==> src/design/lewc_pkg.sv <==
// Package for the line editor with cursor.
// Holds the sequencer state type, key classes, register indexes and character codes.
// No dependencies.
`default_nettype none
package lewc_pkg;

  localparam int ADDR_W = 4;
  localparam int DATA_W = 32;
  localparam int CHAR_W = 8;
  localparam int MOVE_W = 7;

  localparam logic [1:0] REG_LEFT  = 2'd0;
  localparam logic [1:0] REG_RIGHT = 2'd1;
  localparam logic [1:0] REG_UP    = 2'd2;
  localparam logic [1:0] REG_DOWN  = 2'd3;

  localparam logic [CHAR_W-1:0] CH_NL = 8'd10;
  localparam logic [CHAR_W-1:0] CH_BS = 8'd8;
  localparam logic [CHAR_W-1:0] CH_SP = 8'd32;

  localparam logic [CHAR_W-1:0] RST_LEFT  = 8'd128;
  localparam logic [CHAR_W-1:0] RST_RIGHT = 8'd129;
  localparam logic [CHAR_W-1:0] RST_UP    = 8'd130;
  localparam logic [CHAR_W-1:0] RST_DOWN  = 8'd131;

  localparam logic [MOVE_W-1:0] MOVE_NONE = 7'h00;
  localparam logic [MOVE_W-1:0] MOVE_BACK = 7'h7F;
  localparam logic [MOVE_W-1:0] MOVE_FWD  = 7'h01;

  typedef enum logic [2:0] {
    KEY_PRINT,
    KEY_ENTER,
    KEY_BS,
    KEY_LEFT,
    KEY_RIGHT,
    KEY_IGNORE
  } lewc_key_t;

  typedef enum logic [3:0] {
    ST_IDLE,
    ST_MOVE,
    ST_INS_RD,
    ST_INS_WR,
    ST_BS_RD,
    ST_BS_WR,
    ST_BS_END,
    ST_NL,
    ST_LN_RD,
    ST_LN_WR
  } lewc_state_t;

endpackage
`default_nettype wire

==> src/design/lewc_cfg.sv <==
// Configuration registers of the line editor and key classification.
// APB-style register file for the four arrow codes; depends on lewc_pkg.
`default_nettype none
module lewc_cfg (
  input  wire logic                        clk,
  input  wire logic                        rst,
  input  wire logic                        psel,
  input  wire logic                        penable,
  input  wire logic                        pwrite,
  input  wire logic [lewc_pkg::ADDR_W-1:0] paddr,
  input  wire logic [lewc_pkg::DATA_W-1:0] pwdata,
  output logic      [lewc_pkg::DATA_W-1:0] prdata,
  input  wire logic [lewc_pkg::CHAR_W-1:0] key_code,
  output lewc_pkg::lewc_key_t              kind
);

  logic [lewc_pkg::CHAR_W-1:0] left_code;
  logic [lewc_pkg::CHAR_W-1:0] right_code;
  logic [lewc_pkg::CHAR_W-1:0] up_code;
  logic [lewc_pkg::CHAR_W-1:0] down_code;
  logic [1:0]                  reg_sel;
  logic                        wr_en;
  logic [lewc_pkg::CHAR_W-1:0] rd_val;

  assign reg_sel = paddr[3:2];
  assign wr_en   = psel && penable && pwrite;

  always_ff @(posedge clk) begin
    if (rst) begin
      left_code  <= lewc_pkg::RST_LEFT;
      right_code <= lewc_pkg::RST_RIGHT;
      up_code    <= lewc_pkg::RST_UP;
      down_code  <= lewc_pkg::RST_DOWN;
    end else if (wr_en) begin
      case (reg_sel)
        lewc_pkg::REG_LEFT:  left_code  <= pwdata[lewc_pkg::CHAR_W-1:0];
        lewc_pkg::REG_RIGHT: right_code <= pwdata[lewc_pkg::CHAR_W-1:0];
        lewc_pkg::REG_UP:    up_code    <= pwdata[lewc_pkg::CHAR_W-1:0];
        default:             down_code  <= pwdata[lewc_pkg::CHAR_W-1:0];
      endcase
    end
  end

  always_comb begin
    case (reg_sel)
      lewc_pkg::REG_LEFT:  rd_val = left_code;
      lewc_pkg::REG_RIGHT: rd_val = right_code;
      lewc_pkg::REG_UP:    rd_val = up_code;
      default:             rd_val = down_code;
    endcase
    prdata = {{(lewc_pkg::DATA_W - lewc_pkg::CHAR_W){1'b0}}, rd_val};
  end

  // enter wins over backspace, which wins over the arrows in list order
  always_comb begin
    if (key_code == lewc_pkg::CH_NL)
      kind = lewc_pkg::KEY_ENTER;
    else if (key_code == lewc_pkg::CH_BS)
      kind = lewc_pkg::KEY_BS;
    else if (key_code == left_code)
      kind = lewc_pkg::KEY_LEFT;
    else if (key_code == right_code)
      kind = lewc_pkg::KEY_RIGHT;
    else if (key_code == up_code || key_code == down_code)
      kind = lewc_pkg::KEY_IGNORE;
    else
      kind = lewc_pkg::KEY_PRINT;
  end

endmodule
`default_nettype wire

==> src/design/line_editor_with_cursor.sv <==
// Insert-mode line editor: line store, cursor, echo and line hand-out sequencer.
// Depends on lewc_pkg and lewc_cfg.
//
//   channel   signals                                   direction
//   key       key_valid, key_ready, key_code            in
//   result    result_valid, result_ready, move_before..last  out
//   config    psel, penable, pwrite, paddr, pwdata, prdata, pready  in/out
//
// The line store is a one-write, one-read memory with a registered read; each stored
// character takes a read step, then a write-and-emit step. Insert walks from the cursor
// to the line end; backspace walks the tail, then a closing step; enter emits the
// newline, then hands out the line. Arrows take a move step, ignored keys none; a
// result stall holds the sequencer. key_ready is high only while the sequencer is idle.
// Synchronous reset clears length, cursor and the sequencer; the store needs no clearing.
`default_nettype none
module line_editor_with_cursor #(
  parameter int LINE_MAX = 63
) (
  input  wire logic                        clk,
  input  wire logic                        rst,
  input  wire logic                        key_valid,
  output logic                             key_ready,
  input  wire logic [lewc_pkg::CHAR_W-1:0] key_code,
  output logic                             result_valid,
  input  wire logic                        result_ready,
  output logic signed [lewc_pkg::MOVE_W-1:0] move_before,
  output logic                             echo_valid,
  output logic      [lewc_pkg::CHAR_W-1:0] echo_char,
  output logic signed [lewc_pkg::MOVE_W-1:0] move_after,
  output logic                             line_valid,
  output logic      [lewc_pkg::CHAR_W-1:0] line_char,
  output logic                             line_end,
  output logic                             last,
  input  wire logic                        psel,
  input  wire logic                        penable,
  input  wire logic                        pwrite,
  input  wire logic [lewc_pkg::ADDR_W-1:0] paddr,
  input  wire logic [lewc_pkg::DATA_W-1:0] pwdata,
  output logic      [lewc_pkg::DATA_W-1:0] prdata,
  output logic                             pready
);

  localparam int CW = $clog2(LINE_MAX + 1);
  localparam int AW = (LINE_MAX > 1) ? $clog2(LINE_MAX) : 1;
  localparam int MW = lewc_pkg::MOVE_W;
  localparam int DW = lewc_pkg::CHAR_W;

  lewc_pkg::lewc_key_t   kind;
  lewc_pkg::lewc_state_t state, state_next;

  logic [CW-1:0] len, len_next;
  logic [CW-1:0] cur, cur_next;
  logic [CW-1:0] pos, pos_next;
  logic [CW-1:0] pos_inc;
  logic [CW-1:0] tail;
  logic [DW-1:0] carry, carry_next;
  logic [MW-1:0] head, head_next;

  logic [DW-1:0] mem [LINE_MAX];
  logic [DW-1:0] rdata;
  logic          mem_re;
  logic          mem_we;
  logic [CW-1:0] rd_pos;
  logic [DW-1:0] wr_data;

  logic          go;
  logic          emit;
  logic          fin;
  logic [MW-1:0] e_mb;
  logic          e_ev;
  logic [DW-1:0] e_ec;
  logic [MW-1:0] e_ma;
  logic          e_lv;
  logic [DW-1:0] e_lc;
  logic          e_le;
  logic          e_last;

  lewc_cfg u_cfg (
    .clk      (clk),
    .rst      (rst),
    .psel     (psel),
    .penable  (penable),
    .pwrite   (pwrite),
    .paddr    (paddr),
    .pwdata   (pwdata),
    .prdata   (prdata),
    .key_code (key_code),
    .kind     (kind)
  );

  assign pready    = 1'b1;
  assign key_ready = (state == lewc_pkg::ST_IDLE);
  assign go        = !result_valid || result_ready;
  assign pos_inc   = pos + CW'(1);
  assign tail      = len - cur;

  always_ff @(posedge clk) begin
    if (mem_we) mem[pos[AW-1:0]] <= wr_data;
    if (mem_re) rdata <= mem[rd_pos[AW-1:0]];
  end

  always_comb begin
    state_next = state;
    len_next   = len;
    cur_next   = cur;
    pos_next   = pos;
    carry_next = carry;
    head_next  = head;
    mem_re     = 1'b0;
    mem_we     = 1'b0;
    rd_pos     = pos;
    wr_data    = carry;
    emit       = 1'b0;
    fin        = 1'b0;
    e_mb       = lewc_pkg::MOVE_NONE;
    e_ev       = 1'b0;
    e_ec       = '0;
    e_ma       = lewc_pkg::MOVE_NONE;
    e_lv       = 1'b0;
    e_lc       = '0;
    e_le       = 1'b0;
    e_last     = 1'b0;
    case (state)
      lewc_pkg::ST_IDLE: begin
        if (key_valid) begin
          case (kind)
            lewc_pkg::KEY_ENTER: state_next = lewc_pkg::ST_NL;
            lewc_pkg::KEY_BS: begin
              if (cur != '0) begin
                cur_next   = cur - CW'(1);
                len_next   = len - CW'(1);
                pos_next   = cur - CW'(1);
                state_next = (cur < len) ? lewc_pkg::ST_BS_RD : lewc_pkg::ST_BS_END;
              end
            end
            lewc_pkg::KEY_LEFT: begin
              if (cur != '0) begin
                cur_next   = cur - CW'(1);
                head_next  = lewc_pkg::MOVE_BACK;
                state_next = lewc_pkg::ST_MOVE;
              end
            end
            lewc_pkg::KEY_RIGHT: begin
              if (cur < len) begin
                cur_next   = cur + CW'(1);
                head_next  = lewc_pkg::MOVE_FWD;
                state_next = lewc_pkg::ST_MOVE;
              end
            end
            lewc_pkg::KEY_PRINT: begin
              if (len < CW'(LINE_MAX)) begin
                carry_next = key_code;
                pos_next   = cur;
                state_next = lewc_pkg::ST_INS_RD;
              end
            end
            default: state_next = lewc_pkg::ST_IDLE;
          endcase
        end
      end
      lewc_pkg::ST_MOVE: begin
        emit   = 1'b1;
        e_mb   = head;
        e_last = 1'b1;
        if (go) state_next = lewc_pkg::ST_IDLE;
      end
      lewc_pkg::ST_INS_RD: begin
        mem_re     = 1'b1;
        state_next = lewc_pkg::ST_INS_WR;
      end
      lewc_pkg::ST_INS_WR: begin
        // shift the old character right by carrying it one place on
        fin    = (pos == len);
        emit   = 1'b1;
        e_ev   = 1'b1;
        e_ec   = carry;
        e_ma   = fin ? MW'(0) - MW'(tail) : lewc_pkg::MOVE_NONE;
        e_last = fin;
        if (go) begin
          mem_we     = 1'b1;
          carry_next = rdata;
          if (fin) begin
            len_next   = len + CW'(1);
            cur_next   = cur + CW'(1);
            state_next = lewc_pkg::ST_IDLE;
          end else begin
            pos_next   = pos_inc;
            state_next = lewc_pkg::ST_INS_RD;
          end
        end
      end
      lewc_pkg::ST_BS_RD: begin
        mem_re     = 1'b1;
        rd_pos     = pos_inc;
        state_next = lewc_pkg::ST_BS_WR;
      end
      lewc_pkg::ST_BS_WR: begin
        emit    = 1'b1;
        e_mb    = (pos == cur) ? lewc_pkg::MOVE_BACK : lewc_pkg::MOVE_NONE;
        e_ev    = 1'b1;
        e_ec    = rdata;
        wr_data = rdata;
        if (go) begin
          mem_we     = 1'b1;
          pos_next   = pos_inc;
          state_next = (pos_inc < len) ? lewc_pkg::ST_BS_RD : lewc_pkg::ST_BS_END;
        end
      end
      lewc_pkg::ST_BS_END: begin
        emit   = 1'b1;
        e_mb   = (tail == '0) ? lewc_pkg::MOVE_BACK : lewc_pkg::MOVE_NONE;
        e_ev   = 1'b1;
        e_ec   = lewc_pkg::CH_SP;
        e_ma   = MW'(0) - MW'(tail) - MW'(1);
        e_last = 1'b1;
        if (go) state_next = lewc_pkg::ST_IDLE;
      end
      lewc_pkg::ST_NL: begin
        fin    = (len == '0);
        emit   = 1'b1;
        e_mb   = MW'(tail);
        e_ev   = 1'b1;
        e_ec   = lewc_pkg::CH_NL;
        e_le   = fin;
        e_last = fin;
        if (go) begin
          pos_next = '0;
          cur_next = len;
          state_next = fin ? lewc_pkg::ST_IDLE : lewc_pkg::ST_LN_RD;
        end
      end
      lewc_pkg::ST_LN_RD: begin
        mem_re     = 1'b1;
        state_next = lewc_pkg::ST_LN_WR;
      end
      lewc_pkg::ST_LN_WR: begin
        fin    = (pos_inc == len);
        emit   = 1'b1;
        e_lv   = 1'b1;
        e_lc   = rdata;
        e_le   = fin;
        e_last = fin;
        if (go) begin
          if (fin) begin
            len_next   = '0;
            cur_next   = '0;
            state_next = lewc_pkg::ST_IDLE;
          end else begin
            pos_next   = pos_inc;
            state_next = lewc_pkg::ST_LN_RD;
          end
        end
      end
      default: state_next = lewc_pkg::ST_IDLE;
    endcase
  end

  always_ff @(posedge clk) begin
    if (rst) begin
      state        <= lewc_pkg::ST_IDLE;
      len          <= '0;
      cur          <= '0;
      result_valid <= 1'b0;
    end else begin
      state <= state_next;
      len   <= len_next;
      cur   <= cur_next;
      if (emit && go) result_valid <= 1'b1;
      else if (result_ready) result_valid <= 1'b0;
    end
  end

  always_ff @(posedge clk) begin
    pos   <= pos_next;
    carry <= carry_next;
    head  <= head_next;
    if (emit && go) begin
      move_before <= e_mb;
      echo_valid  <= e_ev;
      echo_char   <= e_ec;
      move_after  <= e_ma;
      line_valid  <= e_lv;
      line_char   <= e_lc;
      line_end    <= e_le;
      last        <= e_last;
    end
  end

  a_cur_in_line: assert property (@(posedge clk) disable iff (rst) cur <= len)
    else $error("cursor beyond line end");
  a_len_bound: assert property (@(posedge clk) disable iff (rst) len <= CW'(LINE_MAX))
    else $error("line length beyond capacity");
  a_write_in_line: assert property (@(posedge clk) disable iff (rst) mem_we |-> pos <= len)
    else $error("store write past line end");
  a_idle_no_access: assert property (@(posedge clk) disable iff (rst)
      (state == lewc_pkg::ST_IDLE) |-> !mem_re && !mem_we && !emit)
    else $error("store access or result while idle");

endmodule
`default_nettype wire
==> config.mk <==
export PLATFORM = sky130hd
export DESIGN_NAME = line_editor_with_cursor
export DESIGN_NICKNAME = d
export VERILOG_FILES = /design/src/design/lewc_pkg.sv /design/src/design/lewc_cfg.sv /design/src/design/line_editor_with_cursor.sv
export SDC_FILE = /design/constraint.sdc
export NUM_CORES = 1
export LEC_CHECK = 0
export BUFFER_PORTS_ARGS = -buffer_cell sky130_fd_sc_hd__buf_2
export CAP_MARGIN = 20
export CORE_MARGIN = 5
export CORE_UTILIZATION = 38
export CTS_CLUSTER_DIAMETER = 200
export DETAILED_ROUTE_END_ITERATION = 10
export GPL_TIMING_DRIVEN = 0
export PLACE_DENSITY = 0.55
export SYNTH_ARGS = -nofsm -noshare
export SYNTH_HDL_FRONTEND = slang
export SYNTH_HIERARCHICAL = 1
export SYNTH_SLANG_ARGS = --single-unit
==> constraint.sdc <==
create_clock -name clk -period 4.8 [get_ports clk]
set_clock_uncertainty 0.1 [all_clocks]
set_input_delay 0.96 -clock clk [delete_from_list [all_inputs] [get_ports clk]]
set_output_delay 0.96 -clock clk [all_outputs]
set_load 0.02 [all_outputs]
==> results <==
- The flow ran to the end, and the final reports show no timing, DRC or antenna violations.
- The post-CTS setup-driven buffer insertion count is 0.
- The internal reg-to-reg setup slack is around 0.13 ns.
- The die is around 280 um tall.
- The fill cell total of the finished layout is between 6,000 and 7,000.
- The switching part of the total is 0.325.
- The total CTS buffers is 69.
- The area enclosed by the die boundary is around 80,000 um^2.
- The clock sink count is 610.
- The root buffer cell chosen for the clock tree is sky130_fd_sc_hd__clkbuf_16.
- The initial antenna violation count was 2.
- After clock tree synthesis, the clock-pin slew on the worst setup and hold paths is ~0.06 ns.
- The count of final setup violators is 0.
- Relative to the synthesized area, the layout overhead comes to 14.3%.
- The count of port buffers added during placement is 68.
- The switching power is just under 5 mW.
- The maximum level of the CTS H-tree is 3.
- The routed design has between 90 and 100 mm of wire.
- The clock passes through at most 3 buffers.
- The HPWL reported at the end of detailed placement is 62.8 mm.
- After detailed routing, the number of vias per cell comes to roughly 5.9.
- The clock network latency to the later pin of the worst-skew pair is between 0.6 and 0.7 ns.
- The post-synthesis instance area is ~28,000 um^2.
- Internal power comes to between 10 and 15 mW.
- The number of enable flip-flop cells after synthesis is around 560.
- In this run the worst setup path begins at pos[0].
- The endpoint arrival time on the critical path is 4.81 ns.
- The endpoint required time on the critical path is 4.94 ns.
- Entering global routing, the biggest net connects between 60 and 70 pins.
- The peak supply drop is approximately 0.00037 V.
- The tool flagged a number of max-cap violations equal to 0.
- The worst setup path is of the flop to flop kind.
- The placeable core area is around 74,000 um^2.
- The repair_antennas step left the layout with diodes totalling 0.
- The CTS tree is yes.
- The sequential element share of the synthesized area is 0.630.
- After detailed routing, the average wire length per cell comes to around 25 um.
- Routability-driven placement finished with a final weighted congestion of 1.10.
- The design draws roughly 15 mW.
- The count of nets left with antenna violations after detail routing is 0.
- The number of hold-slack violations in the final timing report is 0.
- The starting density of the core is 0.381.
- Synthesis instantiated 76 different standard cells from the library.
- The flip-flop and latch count after synthesis is around 600.
- In this run the mean area of a mapped cell was around 12 um^2.
- In this run the tightest slew margin relative to its limit is 0.326.
- The via count of the first global-routing pass is around 20,000.
- The final count of pins violating max slew came to 0.
- The path category of the worst min-delay check is flop to flop.
- The endpoint type of the worst setup path is a flop.
- The number of design rule violations left after detail routing is 0.
- The final-layout setup total negative slack is 0 ns.
- The starting DRC count in detailed routing is between 2,000 and 2,500.
- The number of instances in the synthesized netlist is approximately 2,400.
- Of the cells placed in the final design, the portion with a size suffix greater than 1 is 0.131.
- At the placement stage, the worst setup path has a slack of -0.479 ns.
- Timing would allow up to 214 MHz.
- Measured along the x axis, the die boundary spans between 200 and 300 um.
- The fraction of the cycle the final worst path needs is 0.973.
- For this run, the total global-route usage over all layers was measured as 0.220.
- In this run the static leakage power is roughly 11 nW.
- The first detailed-routing pass took 6 iterations.
- The total number of vias is roughly 21,000.
- Of the total power, combinational logic draws 0.253.
- The part of the power in the clock network is 0.333.
- At the pin with the least slew margin, the transition time is approximately 1.0 ns.
- The final instance count without filler cells is approximately 3,600.
- The final net count is 2,614.
- The final critical-path setup slack is about 0.13 ns.
- The depth of the worst register-to-register path is 8.
- The launching element type of the critical path is a flop.
- The termination of the worst setup path is mem[57][5].
- The startpoint identified for the worst register-to-register timing path is pos[0].
- Setup repair after global routing left no endpoint under its margin.
- The power density over the cells is 466 nW/um^2.
- The first global-routing pass estimated 132 mm of wire.
- The Yosys warning count is 6.
- The endpoint of the worst register-to-register path is mem[57][5].
- The share of power burned in registers is 0.414.
- The final critical path time including I/O delays and setup is between 4 and 5 ns.
- Among all flip-flop cells after synthesis, the most frequent one is sky130_fd_sc_hd__edfxtp_1.
- The total global routing overflow is 0.
- After detailed placement, the design holds a cell count of roughly 3,400.
- The number of primary I/O pins is 120.
- After synthesis, the share of flip-flops with an asynchronous set or reset is 0.
- The initialized floorplan defines 100 standard-cell rows.
- Of all nets on the critical path, the largest fanout is 10.
## synth_stat cells, types with 8 or more instances
master                     count  area (um^2)
sky130_fd_sc_hd__nand2b_1      9         56.3
sky130_fd_sc_hd__nand3_1     193          966
sky130_fd_sc_hd__a21oi_1      39          195
sky130_fd_sc_hd__nor3_1       26          130
sky130_fd_sc_hd__buf_4        38          285
sky130_fd_sc_hd__buf_2        49          245
sky130_fd_sc_hd__o221ai_1    112          981
sky130_fd_sc_hd__a22oi_1      15          113
sky130_fd_sc_hd__nor2b_1       9         56.3
sky130_fd_sc_hd__o21ai_0     150          751
sky130_fd_sc_hd__xnor2_1      28          245
sky130_fd_sc_hd__nor4_1       11         68.8
sky130_fd_sc_hd__a31oi_1      54          338
sky130_fd_sc_hd__inv_1        33          124
sky130_fd_sc_hd__clkbuf_1    100          375
sky130_fd_sc_hd__nor2_1      139          522
sky130_fd_sc_hd__nand2_1     280         1050
sky130_fd_sc_hd__mux2_2       20          225
sky130_fd_sc_hd__nand4_1      29          181
sky130_fd_sc_hd__edfxtp_1    561        16800
sky130_fd_sc_hd__ha_1         22          275
sky130_fd_sc_hd__buf_1        13         48.8
sky130_fd_sc_hd__o22ai_1     149          932
sky130_fd_sc_hd__and2_1       10         62.6
sky130_fd_sc_hd__o211ai_1      8         60.1
sky130_fd_sc_hd__a211o_1       8         70.1
sky130_fd_sc_hd__dfxtp_1      49          981
sky130_fd_sc_hd__or3_1         8         50.1
sky130_fd_sc_hd__mux2i_1      57          571
sky130_fd_sc_hd__xor2_1       49          429
## routing by layer
layer,share of wire,GRT usage
met1,0.41,0.297
met2,0.46,0.356
met3,0.083,0.0404
met4,0.040,0.0804
met5,0.00013,0
## state kept, by name, summed over array words and instances (netlist names), 8 cells and up
register and cells:
carry 8, u_cfg/up_code 8, mem 504, echo_char 8
rdata 8, u_cfg/right_code 8, u_cfg/left_code 8, line_char 8
u_cfg/down_code 8
## worst min-delay path by stage
| stage | to | startpoint | cells after the start | slack (ns) |
|---|---|---|---|---|
| after global routing | u_cfg/down_code[1] | u_cfg/down_code[1] | 1 | 0.44 |
| final | u_cfg/down_code[1] | u_cfg/down_code[1] | 1 | 0.41 |
| after global placement | u_cfg/down_code[1] | u_cfg/down_code[1] | 1 | 0.40 |
| after detailed placement | u_cfg/down_code[1] | u_cfg/down_code[1] | 1 | 0.39 |
| after CTS | u_cfg/down_code[1] | u_cfg/down_code[1] | 1 | 0.42 |
| after floorplan | len[0] | len[0] | 2 | 0.37 |
## power groups by stage
stage                     Sequential, mW  Clock, mW  Combinational [mW]
after floorplan                     6.39          0                2.28
after global placement              6.37          0                3.60
after detailed placement            6.35          0                3.71
after CTS                           6.24       5.11                3.73
after global routing                6.25       5.32                4.07
final                               6.24       5.03                3.82
## layout by cell type (no fill, tap or decap), drive strengths merged, types with 6 or more instances in the layout
cell and count:
inv 35, a211o 8, and2 11, edfxtp 561, dfxtp 49, a22o 6, mux2 20, nor2b 10
conb 25, ha 22, nand2b 9, mux4 9, nor2 143, o211ai 8, clkinv 22, or3 8
clkbuf 188, a22oi 15, nor4 15, nand3 195, xnor2 29, o21ai 150, nand2 280, o22ai 149
xor2 49, a21oi 39, nor3 28, a31oi 54, mux2i 57, buf 181, o221ai 112, nand4 29
## cell type report
type | count | area (um^2) | share of cell area
multi-input cells | 1543 | 9550 | 0.295
flip-flops and latches | 610 | 17800 | 0.551
clock buffers | 87 | 1860 | 0.0575
repair buffers | 76 | 485 | 0.0150
well taps | 969 | 1210 | 0.0375
plain buffers | 206 | 1020 | 0.0316
inverters | 33 | 124 | 0.00383
clock inverters | 31 | 254 | 0.00785
## kinds of logic after synthesis
family / Yosys count / synth area share
xor gates and xnor gates: 78 / 0.0244
DFF: 610 / 0.630
muxes: 86 / 0.0359
AOI/OAI and AO/OA: 577 / 0.134
buffers and inverters: 239 / 0.0405
other: 2 / 0.000265
and+or+nand+nor: 753 / 0.124
adders and majority gates: 24 / 0.0111
## per-stage QoR
stage | instance area [um^2] | util | hold WS (ns)
6_report | 32300 | 0.436 | 0.413
4_1_cts | 32300 | 0.435 | 0.417
5_1_grt | 32300 | 0.436 | 0.443
3_3_place_gp | 29900 | 0.403 | 0.401
2_1_floorplan | 28400 | - | 0.370
3_5_place_dp | 30100 | 0.406 | 0.393
## critical path, stage by stage, from the launching register on
cell and delay [ns]:
sky130_fd_sc_hd__edfxtp_1 0.41, sky130_fd_sc_hd__buf_2 0.30, sky130_fd_sc_hd__buf_2 0.44, sky130_fd_sc_hd__buf_2 0.37, sky130_fd_sc_hd__buf_2 0.41, sky130_fd_sc_hd__clkbuf_2 0.40, sky130_fd_sc_hd__clkbuf_1 0.56, sky130_fd_sc_hd__nand3_2 0.62
sky130_fd_sc_hd__nor2_2 0.65
## timing repair
action                     in CTS  in global routing
gates resized for setup        22                  8
setup endpoints to repair     192                192
hold buffers                    0                  0
Power figures use the tool's default switching activity.
